## config.mk

```make
export PLATFORM = sky130hd
export DESIGN_NAME = mailbox_with_waiter_queue_top
export DESIGN_NICKNAME = d
export VERILOG_FILES = /design/src/rtl/core/mwq_pkg.sv /design/src/rtl/core/mailbox_with_waiter_queue_top.sv /design/src/rtl/core/mwq_cmd_fifo.sv /design/src/rtl/core/mwq_exec.sv
export SDC_FILE = /design/constraint.sdc
export NUM_CORES = 1
export LEC_CHECK = 0
export ABC_AREA = 0
export BUFFER_PORTS_ARGS = -buffer_cell sky130_fd_sc_hd__buf_2
export CORE_AREA = 3 3 204 206
export DETAILED_ROUTE_END_ITERATION = 16
export DIE_AREA = 0 0 207 209
export PLACE_DENSITY = 0.43
export RECOVER_POWER = 25
export SLEW_MARGIN = 20
export SYNTH_ARGS = -nofsm -noshare
export SYNTH_HDL_FRONTEND = slang
export SYNTH_HIERARCHICAL = 1
export SYNTH_SLANG_ARGS = --single-unit
```

## constraint.sdc

```tcl
create_clock -name aclk -period 3.4 [get_ports aclk]
set_clock_uncertainty 0.15 [all_clocks]
set_input_delay 0.17 -clock aclk [delete_from_list [all_inputs] [get_ports aclk]]
set_output_delay 0.17 -clock aclk [all_outputs]
set_load 0.05 [all_outputs]
```

## src/rtl/core/mwq_pkg.sv

```systemverilog
// Shared types and constants for the mailbox with waiter queue.
`timescale 1ns / 1ps
`default_nettype none

package mwq_pkg;

    // Waiter queue geometry
    localparam int WAITER_SLOTS = 16;
    localparam int WIDX_W       = $clog2(WAITER_SLOTS);
    localparam int WCNT_W       = $clog2(WAITER_SLOTS + 1);

    // Command queue between front and back
    localparam int CQ_DEPTH = 2;
    localparam int CQ_IDX_W = $clog2(CQ_DEPTH);
    localparam int CQ_CNT_W = $clog2(CQ_DEPTH + 1);

    localparam int TID_W = 6;
    localparam int VAL_W = 32;

    typedef enum logic [1:0] {
        CMD_SEND  = 2'd0,
        CMD_BCAST = 2'd1,
        CMD_RECV  = 2'd2,
        CMD_BAD   = 2'd3
    } cmd_code_t;

    typedef enum logic [2:0] {
        ST_DELIVERED  = 3'd0,
        ST_STORED     = 3'd1,
        ST_SLOT_FULL  = 3'd2,
        ST_NO_WAITERS = 3'd3,
        ST_BLOCKED    = 3'd4,
        ST_QUEUE_FULL = 3'd5
    } status_t;

    typedef enum logic {
        EX_IDLE  = 1'b0,
        EX_BCAST = 1'b1
    } ex_state_t;

    // One classified command as queued between front and back
    typedef struct packed {
        cmd_code_t          cmd;
        logic [TID_W-1:0]   tid;
        logic [VAL_W-1:0]   value;
    } cmd_t;

    // One result item
    typedef struct packed {
        status_t            status;
        logic               dv;
        logic [TID_W-1:0]   target;
        logic [VAL_W-1:0]   value;
        logic               last;
    } res_t;

endpackage

`default_nettype wire

```

## src/rtl/core/mailbox_with_waiter_queue_top.sv

```systemverilog
// Top level of the mailbox with waiter queue: front queue and back end.
//
//   Channel  Dir  Handshake          Payload
//   s_       in   s_tvalid/s_tready  tuser: command; tdata: thread_id, message_value
//   m_       out  m_tvalid/m_tready  tuser: status, delivery_valid; tdata: target_thread,
//                                    delivered_value; tlast: last
//
// The back end executes one command per cycle unless stalled by the output or a broadcast.
// A broadcast yields one result per waiter; a command is queued, then registered for output.
// A two-entry command queue lets the front keep taking transfers while the back stalls.
// aresetn (synchronous, active low) empties the slot, the waiter queue and both queues.
// m_tready low holds the output register and stops the back end.
`timescale 1ns / 1ps
`default_nettype none

module mailbox_with_waiter_queue_top (
    input  wire logic          aclk,
    input  wire logic          aresetn,
    input  wire logic          s_tvalid,
    output logic               s_tready,
    input  wire logic [39:0]   s_tdata,   // [5:0] thread_id, [37:6] message_value, [39:38] zero
    input  wire logic [1:0]    s_tuser,   // [1:0] command
    output logic               m_tvalid,
    input  wire logic          m_tready,
    output logic [39:0]        m_tdata,   // [5:0] target_thread, [37:6] delivered_value, zero
    output logic [3:0]         m_tuser,   // [2:0] status, [3] delivery_valid
    output logic               m_tlast
);

    logic           q_valid;
    logic           q_ready;
    mwq_pkg::cmd_t  q_cmd;
    mwq_pkg::res_t  res;

    mwq_cmd_fifo u_front (
        .aclk      (aclk),
        .aresetn   (aresetn),
        .in_valid  (s_tvalid),
        .in_ready  (s_tready),
        .in_cmd    (s_tuser),
        .in_tid    (s_tdata[5:0]),
        .in_value  (s_tdata[37:6]),
        .out_valid (q_valid),
        .out_ready (q_ready),
        .out_cmd   (q_cmd)
    );

    mwq_exec u_back (
        .aclk      (aclk),
        .aresetn   (aresetn),
        .cmd_valid (q_valid),
        .cmd_ready (q_ready),
        .cmd       (q_cmd),
        .res_valid (m_tvalid),
        .res_ready (m_tready),
        .res       (res)
    );

    // Pack the result transfer
    assign m_tdata = {2'b00, res.value, res.target};
    assign m_tuser = {res.dv, res.status};
    assign m_tlast = res.last;

endmodule

`default_nettype wire

```

## src/rtl/core/mwq_cmd_fifo.sv

```systemverilog
// Front end: accepts commands, decodes them and queues them for the back end.
`timescale 1ns / 1ps
`default_nettype none

module mwq_cmd_fifo (
    input  wire logic                 aclk,
    input  wire logic                 aresetn,
    input  wire logic                 in_valid,
    output logic                      in_ready,
    input  wire logic [1:0]           in_cmd,
    input  wire logic [5:0]           in_tid,
    input  wire logic [31:0]          in_value,
    output logic                      out_valid,
    input  wire logic                 out_ready,
    output mwq_pkg::cmd_t             out_cmd
);

    mwq_pkg::cmd_t                    entry_reg [mwq_pkg::CQ_DEPTH];
    logic [mwq_pkg::CQ_IDX_W-1:0]     wr_ptr_reg;
    logic [mwq_pkg::CQ_IDX_W-1:0]     rd_ptr_reg;
    logic [mwq_pkg::CQ_CNT_W-1:0]     count_reg;
    mwq_pkg::cmd_t                    in_item;
    logic                             push;
    logic                             pop;

    // Classify the incoming transfer
    always_comb begin
        in_item.cmd   = mwq_pkg::cmd_code_t'(in_cmd);
        in_item.tid   = in_tid;
        in_item.value = in_value;
    end

    assign in_ready  = (count_reg != mwq_pkg::CQ_CNT_W'(mwq_pkg::CQ_DEPTH));
    assign out_valid = (count_reg != '0);
    assign out_cmd   = entry_reg[rd_ptr_reg];
    assign push      = in_valid && in_ready;
    assign pop       = out_valid && out_ready;

    // Store entries
    always_ff @(posedge aclk) begin
        if (push) begin
            entry_reg[wr_ptr_reg] <= in_item;
        end
    end

    // Advance pointers and occupancy
    always_ff @(posedge aclk) begin
        if (!aresetn) begin
            wr_ptr_reg <= '0;
            rd_ptr_reg <= '0;
            count_reg  <= '0;
        end else begin
            if (push) begin
                wr_ptr_reg <= (wr_ptr_reg == mwq_pkg::CQ_IDX_W'(mwq_pkg::CQ_DEPTH - 1))
                              ? '0 : wr_ptr_reg + 1'b1;
            end
            if (pop) begin
                rd_ptr_reg <= (rd_ptr_reg == mwq_pkg::CQ_IDX_W'(mwq_pkg::CQ_DEPTH - 1))
                              ? '0 : rd_ptr_reg + 1'b1;
            end
            if (push && !pop) begin
                count_reg <= count_reg + 1'b1;
            end else if (pop && !push) begin
                count_reg <= count_reg - 1'b1;
            end
        end
    end

endmodule

`default_nettype wire

```

## src/rtl/core/mwq_exec.sv

```systemverilog
// Back end: mailbox slot, waiter queue, broadcast sequencer and output register.
`timescale 1ns / 1ps
`default_nettype none

module mwq_exec (
    input  wire logic                 aclk,
    input  wire logic                 aresetn,
    input  wire logic                 cmd_valid,
    output logic                      cmd_ready,
    input  wire mwq_pkg::cmd_t        cmd,
    output logic                      res_valid,
    input  wire logic                 res_ready,
    output mwq_pkg::res_t             res
);

    mwq_pkg::ex_state_t               state_reg;
    mwq_pkg::ex_state_t               state_next;

    logic [mwq_pkg::VAL_W-1:0]        slot_value_reg;
    logic                             slot_full_reg;
    logic [mwq_pkg::TID_W-1:0]        waiter_ids_reg [mwq_pkg::WAITER_SLOTS];
    logic [mwq_pkg::WIDX_W-1:0]       head_reg;
    logic [mwq_pkg::WIDX_W-1:0]       tail_reg;
    logic [mwq_pkg::WCNT_W-1:0]       count_reg;
    logic [mwq_pkg::VAL_W-1:0]        bval_reg;

    logic                             out_valid_reg;
    mwq_pkg::res_t                    out_reg;
    mwq_pkg::res_t                    res_next;

    logic                             out_free;
    logic                             load_out;
    logic                             pop;
    logic                             push;
    logic                             slot_set;
    logic                             slot_clr;
    logic                             bval_load;
    logic                             one_left;
    logic                             queue_full;
    logic [mwq_pkg::TID_W-1:0]        head_id;

    assign out_free   = !out_valid_reg || res_ready;
    assign one_left   = (count_reg == mwq_pkg::WCNT_W'(1));
    assign queue_full = (count_reg == mwq_pkg::WCNT_W'(mwq_pkg::WAITER_SLOTS));
    assign head_id    = waiter_ids_reg[head_reg];
    assign res_valid  = out_valid_reg;
    assign res        = out_reg;

    // Next state: stay in broadcast until the last waiter goes out
    always_comb begin
        state_next = state_reg;
        case (state_reg)
            mwq_pkg::EX_IDLE: begin
                if (cmd_valid && out_free && cmd.cmd == mwq_pkg::CMD_BCAST &&
                    !slot_full_reg && count_reg > mwq_pkg::WCNT_W'(1)) begin
                    state_next = mwq_pkg::EX_BCAST;
                end
            end
            mwq_pkg::EX_BCAST: begin
                if (out_free && one_left) begin
                    state_next = mwq_pkg::EX_IDLE;
                end
            end
            default: state_next = mwq_pkg::EX_IDLE;
        endcase
    end

    // Actions and result for this cycle
    always_comb begin
        cmd_ready = 1'b0;
        load_out  = 1'b0;
        pop       = 1'b0;
        push      = 1'b0;
        slot_set  = 1'b0;
        slot_clr  = 1'b0;
        bval_load = 1'b0;
        res_next  = '0;
        res_next.last = 1'b1;
        case (state_reg)
            mwq_pkg::EX_IDLE: begin
                cmd_ready = out_free;
                if (cmd_valid && out_free) begin
                    load_out = 1'b1;
                    case (cmd.cmd)
                        mwq_pkg::CMD_SEND: begin
                            if (slot_full_reg) begin
                                res_next.status = mwq_pkg::ST_SLOT_FULL;
                            end else if (count_reg == '0) begin
                                res_next.status = mwq_pkg::ST_STORED;
                                slot_set = 1'b1;
                            end else begin
                                pop = 1'b1;
                                res_next.status = mwq_pkg::ST_DELIVERED;
                                res_next.dv     = 1'b1;
                                res_next.target = head_id;
                                res_next.value  = cmd.value;
                            end
                        end
                        mwq_pkg::CMD_BCAST: begin
                            if (slot_full_reg) begin
                                res_next.status = mwq_pkg::ST_SLOT_FULL;
                            end else if (count_reg == '0) begin
                                res_next.status = mwq_pkg::ST_NO_WAITERS;
                            end else begin
                                pop       = 1'b1;
                                bval_load = 1'b1;
                                res_next.status = mwq_pkg::ST_DELIVERED;
                                res_next.dv     = 1'b1;
                                res_next.target = head_id;
                                res_next.value  = cmd.value;
                                res_next.last   = one_left;
                            end
                        end
                        mwq_pkg::CMD_RECV: begin
                            if (slot_full_reg) begin
                                slot_clr = 1'b1;
                                res_next.status = mwq_pkg::ST_DELIVERED;
                                res_next.dv     = 1'b1;
                                res_next.target = cmd.tid;
                                res_next.value  = slot_value_reg;
                            end else if (queue_full) begin
                                res_next.status = mwq_pkg::ST_QUEUE_FULL;
                            end else begin
                                push = 1'b1;
                                res_next.status = mwq_pkg::ST_BLOCKED;
                            end
                        end
                        default: begin
                            res_next.status = mwq_pkg::ST_NO_WAITERS;
                        end
                    endcase
                end
            end
            mwq_pkg::EX_BCAST: begin
                if (out_free) begin
                    load_out = 1'b1;
                    pop      = 1'b1;
                    res_next.status = mwq_pkg::ST_DELIVERED;
                    res_next.dv     = 1'b1;
                    res_next.target = head_id;
                    res_next.value  = bval_reg;
                    res_next.last   = one_left;
                end
            end
            default: begin
                cmd_ready = 1'b0;
            end
        endcase
    end

    // Payload registers
    always_ff @(posedge aclk) begin
        if (load_out) begin
            out_reg <= res_next;
        end
        if (bval_load) begin
            bval_reg <= cmd.value;
        end
        if (slot_set) begin
            slot_value_reg <= cmd.value;
        end
        if (push) begin
            waiter_ids_reg[tail_reg] <= cmd.tid;
        end
    end

    // Control state
    always_ff @(posedge aclk) begin
        if (!aresetn) begin
            state_reg     <= mwq_pkg::EX_IDLE;
            out_valid_reg <= 1'b0;
            slot_full_reg <= 1'b0;
            head_reg      <= '0;
            tail_reg      <= '0;
            count_reg     <= '0;
        end else begin
            state_reg <= state_next;
            if (load_out) begin
                out_valid_reg <= 1'b1;
            end else if (res_ready) begin
                out_valid_reg <= 1'b0;
            end
            if (slot_set) begin
                slot_full_reg <= 1'b1;
            end else if (slot_clr) begin
                slot_full_reg <= 1'b0;
            end
            // Pop the oldest waiter; an emptied queue rewinds to zero
            if (pop) begin
                count_reg <= count_reg - 1'b1;
                if (one_left) begin
                    head_reg <= '0;
                    tail_reg <= '0;
                end else begin
                    head_reg <= (head_reg == mwq_pkg::WIDX_W'(mwq_pkg::WAITER_SLOTS - 1))
                                ? '0 : head_reg + 1'b1;
                end
            end else if (push) begin
                count_reg <= count_reg + 1'b1;
                tail_reg  <= (tail_reg == mwq_pkg::WIDX_W'(mwq_pkg::WAITER_SLOTS - 1))
                             ? '0 : tail_reg + 1'b1;
            end
        end
    end

endmodule

`default_nettype wire

```

==> results of run 1 <==
-- layer usage --
metal / up-vias / track usage
li1: 3033 / -
met1: 3183 / 0.1594
met2: 118 / 0.1966
met3: 53 / 0.02852
met4: 4 / 0.04658
met5: - / 0
-- power by group through the flow --
| stage | combinational [uW] | sequential (uW) | clock (uW) |
|---|---|---|---|
| global placement | 3790 | 5490 | 0 |
| finish | 3650 | 5420 | 3590 |
| CTS | 3840 | 5430 | 3740 |
| detailed placement | 3780 | 5490 | 0 |
| global route | 3990 | 5490 | 3890 |
| floorplan | 1750 | 6340 | 0 |
-- cell families after synthesis --
kind of cell / synth area share
other: 0.0003142
buffers and inverters: 0.01730
AO/OA/AOI/OAI: 0.06479
AND/OR/NAND/NOR: 0.05955
adder cells (fa/ha/maj): 0.01048
flip-flops: 0.7540
multiplexers: 0.09059
XOR/XNOR: 0.002936
-- worst max-delay path, cell delays in order, from the launching register on --
cell	delay, ps
dfxtp_1	380
mux2_2	420
or3b_1	420
nor4_4	250
buf_4	210
nand2_1	130
nor2_1	450
-- Yosys cell counts (5+ instances only) --
master / instances
a211oi_1: 7
a21boi_0: 6
a21oi_1: 10
a22o_1: 9
a22oi_1: 32
and2_1: 8
and3_1: 6
buf_2: 9
buf_4: 5
clkbuf_1: 22
dfxtp_1: 25
edfxtp_1: 283
ha_1: 10
inv_1: 6
mux2_2: 40
mux2i_1: 9
mux4_2: 24
nand2_1: 49
nand2b_1: 7
nand3_1: 5
nor2_1: 25
nor2b_1: 9
nor3_1: 7
o21ai_0: 37
o21ai_1: 5
-- repair_timing --
item / CTS / global route
hold buffers: 43 / 0
endpoints found under the setup margin: 0 / 0
endpoints found under the hold margin: 104 / 0
-- metrics by stage --
| step | instances | utilization | area, um^2 | total power (uW) |
|---|---|---|---|---|
| 6_report | 1404 | 0.3643 | 14510 | 12660 |
| 5_1_grt | 1404 | 0.3643 | 14510 | 13370 |
| 4_1_cts | 1404 | 0.3669 | 14610 | 13010 |
| 3_5_place_dp | 1298 | 0.3286 | 13090 | 9275 |
| 3_3_place_gp | 1298 | 0.3286 | 13090 | 9275 |
| 2_1_floorplan | 695 | - | 11940 | 8091 |
-- how the worst max path moves through the flow --
| stage | from | end | cells after the start |
|---|---|---|---|
| after CTS | flop | u_back/waiter_ids_reg[4][2] | 6 |
| after global routing | flop | u_back/waiter_ids_reg[4][2] | 6 |
| after global placement | flop | u_back/waiter_ids_reg[4][0] | 6 |
| after detailed placement | flop | u_back/waiter_ids_reg[4][0] | 6 |
| after floorplan | u_back/res_valid | u_back/res[0] | 3 |
| final | flop | u_back/waiter_ids_reg[6][2] | 6 |
-- cells in the final DEF, fill, tap and decap left out, types with 3 or more instances in the layout --
cell / synthesis / layout
a211oi_1: 7 / 7
a21boi_0: 6 / 6
a21oi_1: 10 / 10
a22o_1: 9 / 9
a22oi_1: 32 / 32
and2_1: 8 / 8
and3_1: 6 / 5
buf_2: 9 / 18
buf_4: 5 / 27
bufinv_16: 0 / 3
clkbuf_1: 22 / 80
clkbuf_16: 0 / 35
clkinv_1: 0 / 5
clkinv_2: 0 / 6
dfxtp_1: 25 / 25
dlygate4sd3_1: 0 / 43
edfxtp_1: 283 / 283
ha_1: 10 / 10
inv_1: 6 / 6
inv_6: 0 / 3
mux2_1: 0 / 15
mux2_2: 40 / 25
mux2i_1: 9 / 9
mux4_2: 24 / 24
nand2_1: 49 / 49
nand2b_1: 7 / 8
nand3_1: 5 / 5
nor2_1: 25 / 24
nor2b_1: 9 / 8
nor3_1: 7 / 7
o21ai_0: 37 / 37
o21ai_1: 5 / 5
-- layout make-up --
cell class / instances / area, um^2
multi-input combinational: 342 / 2743
clock inverter: 17 / 165.2
sequential: 308 / 8999
timing repair buffer: 160 / 994.7
fill: 3818 / 25320
tap: 525 / 656.9
clock buffer: 46 / 927.1
inverter: 6 / 22.52
==> results.md, run 1 <==
- Status: finished, final reports clean
- Hold Crit Start: s_tdata[14]
- Worst Tran Pin Value: 1055 ps
- Clock power share: 0.284
- CTS tree: done
- PortBufs: 88
- Nets: ~900
- Area leader, netlist: edfxtp_1
- Ports: 93
- CP Data Arrival Time: 2790 ps
- Synth-to-Final Area Change: 21.57%
- Fin. max-slew vios: 0
- Postcts setup bufs: 0
- TritonCTS buffer count: 35
- TNS Setup: 0 ps
- Critical Path Start Type: flop
- Sw Share: 0.3493
- DRC violations left: 0
- Met2 routed WL: 12,430 um
- Flop pwr share: 0.428
- Syn Area/Cell: 17.20 um^2
- Final worst slack: 601.7 ps
- Count of cell types in the netlist: 56
- Sink Count: 308
- Hold crit path type: in2reg
- Critical Path RT: 3400 ps
- Post-synth EDFFs: 283
- Vias in the first global route: 6,826
- Leakage power: 0.004645 uW
- Met3 WL: 1068 um
- Rel. slew slack: 0.2969
- DIE WIDTH: 207 um
- First-pass GRT wire length: 40,630 um
- Starting DRT DRC Count: 369
- Top cell type's share of synthesized area: 0.7121
- Number of flip-flops in the largest register: 96
- Worst r2r path cells: 6
- GRT Util Overall: 0.1215
- VDD IR max: 0.4568 mV
- Die area: ~43,000 um^2
- Pin count of the biggest net entering global routing: between 40 and 50
- FFs w/ async S/R, synth: 0
- Post-route ant nets: 0
- Mapped Area: about 12,000 um^2
- Critical R2R Capture: u_back/waiter_ids_reg[6][2]
- Antenna fix cells: 0
- Worst R2R Setup Slack: 600 ps
- Period minus WS final: about 2800 ps
- Sequential fraction of the synthesis area: 0.7540
- Initial core utilization: 0.2997
- Final hold vios: 0
- Kind of critical path: reg2reg
- Yosys warnings: 6
- CP Max Fanout: 9
- Routed wire per std cell: 18.68 um
- Drt pass-1 iters: 4
- Final setup viols: 0
- RSZ-0062 raised after global routing: no
- Chip height: 209 um
- Vias per inst: approximately 4.6
- Max Fclk: 357.4 MHz
- Critical Path Sink Type: flop
- WHS Endpoint: u_front/entry_reg[1][8]
- Psw: 4421 uW
- Pint: 8237 uW
- Layout cells sized above 1: 0.1741
- Remaining Overflow, GRT: 0
- Clock latency on the worst-skew pair: 530 ps
- Largest cells by area after synthesis: edfxtp_1, mux4_2, dfxtp_1, mux2_2, a22oi_1
- Period utilization: 0.8230
- Clock transition at the registers of the reported paths: 60 ps
- Resize count post-CTS: 0
- Mapped Cells: slightly below 700
- Yosys reg bits: 308
- Initial antenna violation count: 2
- Primary FF master, synth: edfxtp_1
- Hold_ws: 222.9 ps
- # rows: 73
- Max-cap check violation count: 0
- CORE AREA: 39,820 um^2
- Clock Path Buffers: 3
- Vias: ~6,400
- Clk root buf: clkbuf_16
- Pre-CTS WS: approximately 640 ps
- Max Used Layer: met5
- Hpwl dp: between 15,000 and 20,000 um
- Hold Path Depth: 2
- WL final: 26,220 um
- Htree depth: 2
- P per Cell Area: 872.5 nW/um^2
- Gp weighted congestion: 0.7361
- M1 wire length: 11,950 um
- Combinational share of power: 0.288
Note: power is estimated with default switching activity, not from simulation.
==> inputs of run 2 (changes only) <==
clock period = 2.9 ns   (was 3.4 ns; I/O delays follow)
==> results.md, run 2 (same netlist as run 1, synthesis figures left out) <==
- Final worst slack: 201.5 ps (was 601.7 ps)
- CP Data Arrival Time: 2690 ps (was 2790 ps)
- Final setup viols: 0 (unchanged)
- VDD IR max: 0.5058 mV (was 0.4568 mV)
- Leakage power: 0.004690 uW (was 0.004645 uW)
- Routed wire per std cell: 19.33 um (was 18.68 um)
- Seq. cell area: 9000 um^2 (was 8999 um^2)
- Fin. max-slew vios: 0 (unchanged)
- Hold_ws: 212.2 ps (was 222.9 ps)
- Clock power share: 0.292 (was 0.284)
- Vias in the first global route: 7,005 (was 6,826)
- CP Cell Sequence: mux2_2 -> or3b_1 -> nor4_4 -> nand2_1 -> nor3_2 (was mux2_2 -> or3b_1 -> nor4_4 -> buf_4 -> nand2_1 -> nor2_1)
- Worst r2r path cells: 5 (was 6)
- Most frequent cells in the layout: edfxtp_1, clkbuf_1, nand2_1 (unchanged)
- Initial core utilization: 0.2997 (unchanged)
- Vias: 6,584 (was 6,391)
- First-pass GRT wire length: 42,040 um (was 40,630 um)
- Sink Count: 308 (unchanged)
- Remaining Overflow, GRT: 0 (unchanged)
- Psw: 5296 uW (was 4421 uW)
- Worst Tran Pin Value: 1200 ps (was 1055 ps)
- Chip height: 209 um (unchanged)
- Crit path depth: 5 (was 6)
- DRC violations left: 0 (unchanged)
- CTS tree: done (unchanged)
- Die area: 43,260 um^2 (unchanged)
- Layout cells sized above 1: 0.1814 (was 0.1741)
- CP delay by family, top: simple AND/OR/NAND/NOR gates (unchanged)
- Hold crit path type: in2reg (unchanged)
- Status: finished, final reports clean (unchanged)
- Combinational share of power: 0.290 (was 0.288)
- Sw Share: 0.3485 (was 0.3493)
- P per Cell Area: 1035 nW/um^2 (was 872.5 nW/um^2)
- Ports: 93 (unchanged)
- Leading cell type in the layout, fill and taps excluded: edfxtp_1 (unchanged)
- # rows: 73 (unchanged)
- Kind of critical path: reg2reg (unchanged)
- Post-route ant nets: 0 (unchanged)
- Period utilization: 0.9305 (was 0.8230)
- Max Fclk: 370.6 MHz (was 357.4 MHz)
- Clock Path Buffers: 3 (unchanged)
- DIE WIDTH: 207 um (unchanged)
- Critical Path RT: 2890 ps (was 3400 ps)
- Resize count post-CTS: 0 (unchanged)
- Filler cells: 3,803 (was 3,818)
- Initial antenna violation count: 2 (unchanged)
- Synth-to-Final Area Change: 22.98% (was 21.57%)
- Htree depth: 2 (unchanged)
- Final hold vios: 0 (unchanged)
- Rel. slew slack: 0.2003 (was 0.2969)
- Util after Layout: 0.3685 (was 0.3643)
- Starting DRT DRC Count: 422 (was 369)
- Clock latency on the worst-skew pair: 510 ps (was 530 ps)
- Flop pwr share: 0.419 (was 0.428)
- Worst R2R Setup Slack: 200 ps (was 600 ps)
- Pre-CTS WS: 182.7 ps (was 638.0 ps)
- Worst setup endpoint: u_back/waiter_ids_reg[0][0] (was u_back/waiter_ids_reg[6][2])
- Drt pass-1 iters: 5 (was 4)
- Clock transition at the registers of the reported paths: 60 ps (about the same)
- RSZ-0062 raised after global routing: no (unchanged)
- Gp weighted congestion: 0.7548 (was 0.7361)
- GRT Util Overall: 0.1226 (was 0.1215)
- Crit path max-delay cell type: or3b_1 (was nor2_1)
- WL final: 27,210 um (was 26,220 um)
- Critical Path Start Type: flop (unchanged)
- CP bufs+invs: 0 (was 1)
- Pin count of the biggest net entering global routing: 44 (unchanged)
- Critical Path Sink Type: flop (unchanged)
- CP Max Fanout: 7 (was 9)
- Pint: 9899 uW (was 8237 uW)
- Area of the multi-input gates: 2751 um^2 (was 2743 um^2)
- PortBufs: 88 (unchanged)
- CORE AREA: 39,820 um^2 (unchanged)
- Number of flip-flops in the largest register: 96 (unchanged)
- Hpwl dp: 16,760 um (was 15,810 um)
- Nets: 914 (was 909)
- Delay of the slowest critical-path stage: 430 ps (was 450 ps)
- Vias per inst: 4.676 (was 4.552)
- Critical R2R Capture: u_back/waiter_ids_reg[0][0] (was u_back/waiter_ids_reg[6][2])
- Clk root buf: clkbuf_16 (unchanged)
- Period minus WS final: 2699 ps (was 2798 ps)
- TritonCTS buffer count: 35 (unchanged)
- Max-cap check violation count: 0 (unchanged)
[run 2: cell count changes in the layout (fill, tap and decap cells not counted), moves of 2 or more]
| cell | delta |
|---|---|
| mux2_1 | -6 |
| buf_2 | -8 |
| bufinv_16 | +2 |
| clkinvlp_4 | +2 |
| mux2_2 | +6 |
| buf_12 | +5 |
| inv_6 | -2 |
| clkbuf_1 | +4 |
[run 2: what timing repair did]
item,CTS,global route
buffers inserted,0,0
endpoints found under the hold margin,96,0
hold buffers,43,0
[run 2: final cells by class]
class                   instances  share of cell area
repair buffers                165             0.07391
multi-input cells             342              0.1875
inverters                       6            0.001535
well taps                     525             0.04476
clock inverters                19             0.01603
flip-flops and latches        308              0.6132
diodes                          1           0.0001705
clock buffers                  42             0.06292
[run 2: worst register-to-register path, stage by stage (launching register included)]
cell and delay [ps]:
dfxtp_2 340, mux2_2 410, or3b_1 430, nor4_4 380, nand2_1 200, nor3_2 430
[run 2: metal layers]
metal	routed length (um)	global-route usage	vias to the layer above
met2	12870	0.1996	152
met5	13	0	-
met3	1278	0.02417	42
met1	12540	0.1687	3359
li1	-	-	3029
met4	506	0.03301	2
[run 2: power by group through the flow]
stage | registers, uW | logic (uW) | clock network (uW)
after floorplan | 7420 | 2060 | 0
final | 6360 | 4400 | 4430
after global routing | 6430 | 4760 | 4760
after detailed placement | 6440 | 4530 | 0
after CTS | 6360 | 4600 | 4570
after global placement | 6420 | 4460 | 0
[run 2: worst min path at each step]
stage | start | endpoint | slack (ps) | depth (start not counted)
detailed placement | s_tdata[15] | u_front/entry_reg[0][9] | 190 | 1
floorplan | s_tdata[6] | u_front/entry_reg[0][0] | 90 | 0
global placement | s_tdata[15] | u_front/entry_reg[0][9] | 180 | 1
CTS | m_tready | u_back/state_reg | 60 | 5
finish | s_tdata[11] | u_front/entry_reg[1][5] | 210 | 2
global route | s_tdata[15] | u_front/entry_reg[0][9] | 200 | 2
[run 2: stage by stage]
step,instance area (um^2),power (uW),TNS (ps),std cells
final,14680,15200,0,1408
after floorplan,11950,9480,-657.7,695
after CTS,14790,15530,0,1407
after global placement,13200,10880,0,1303
after detailed placement,13200,10980,0,1303
after global routing,14680,15950,0,1408
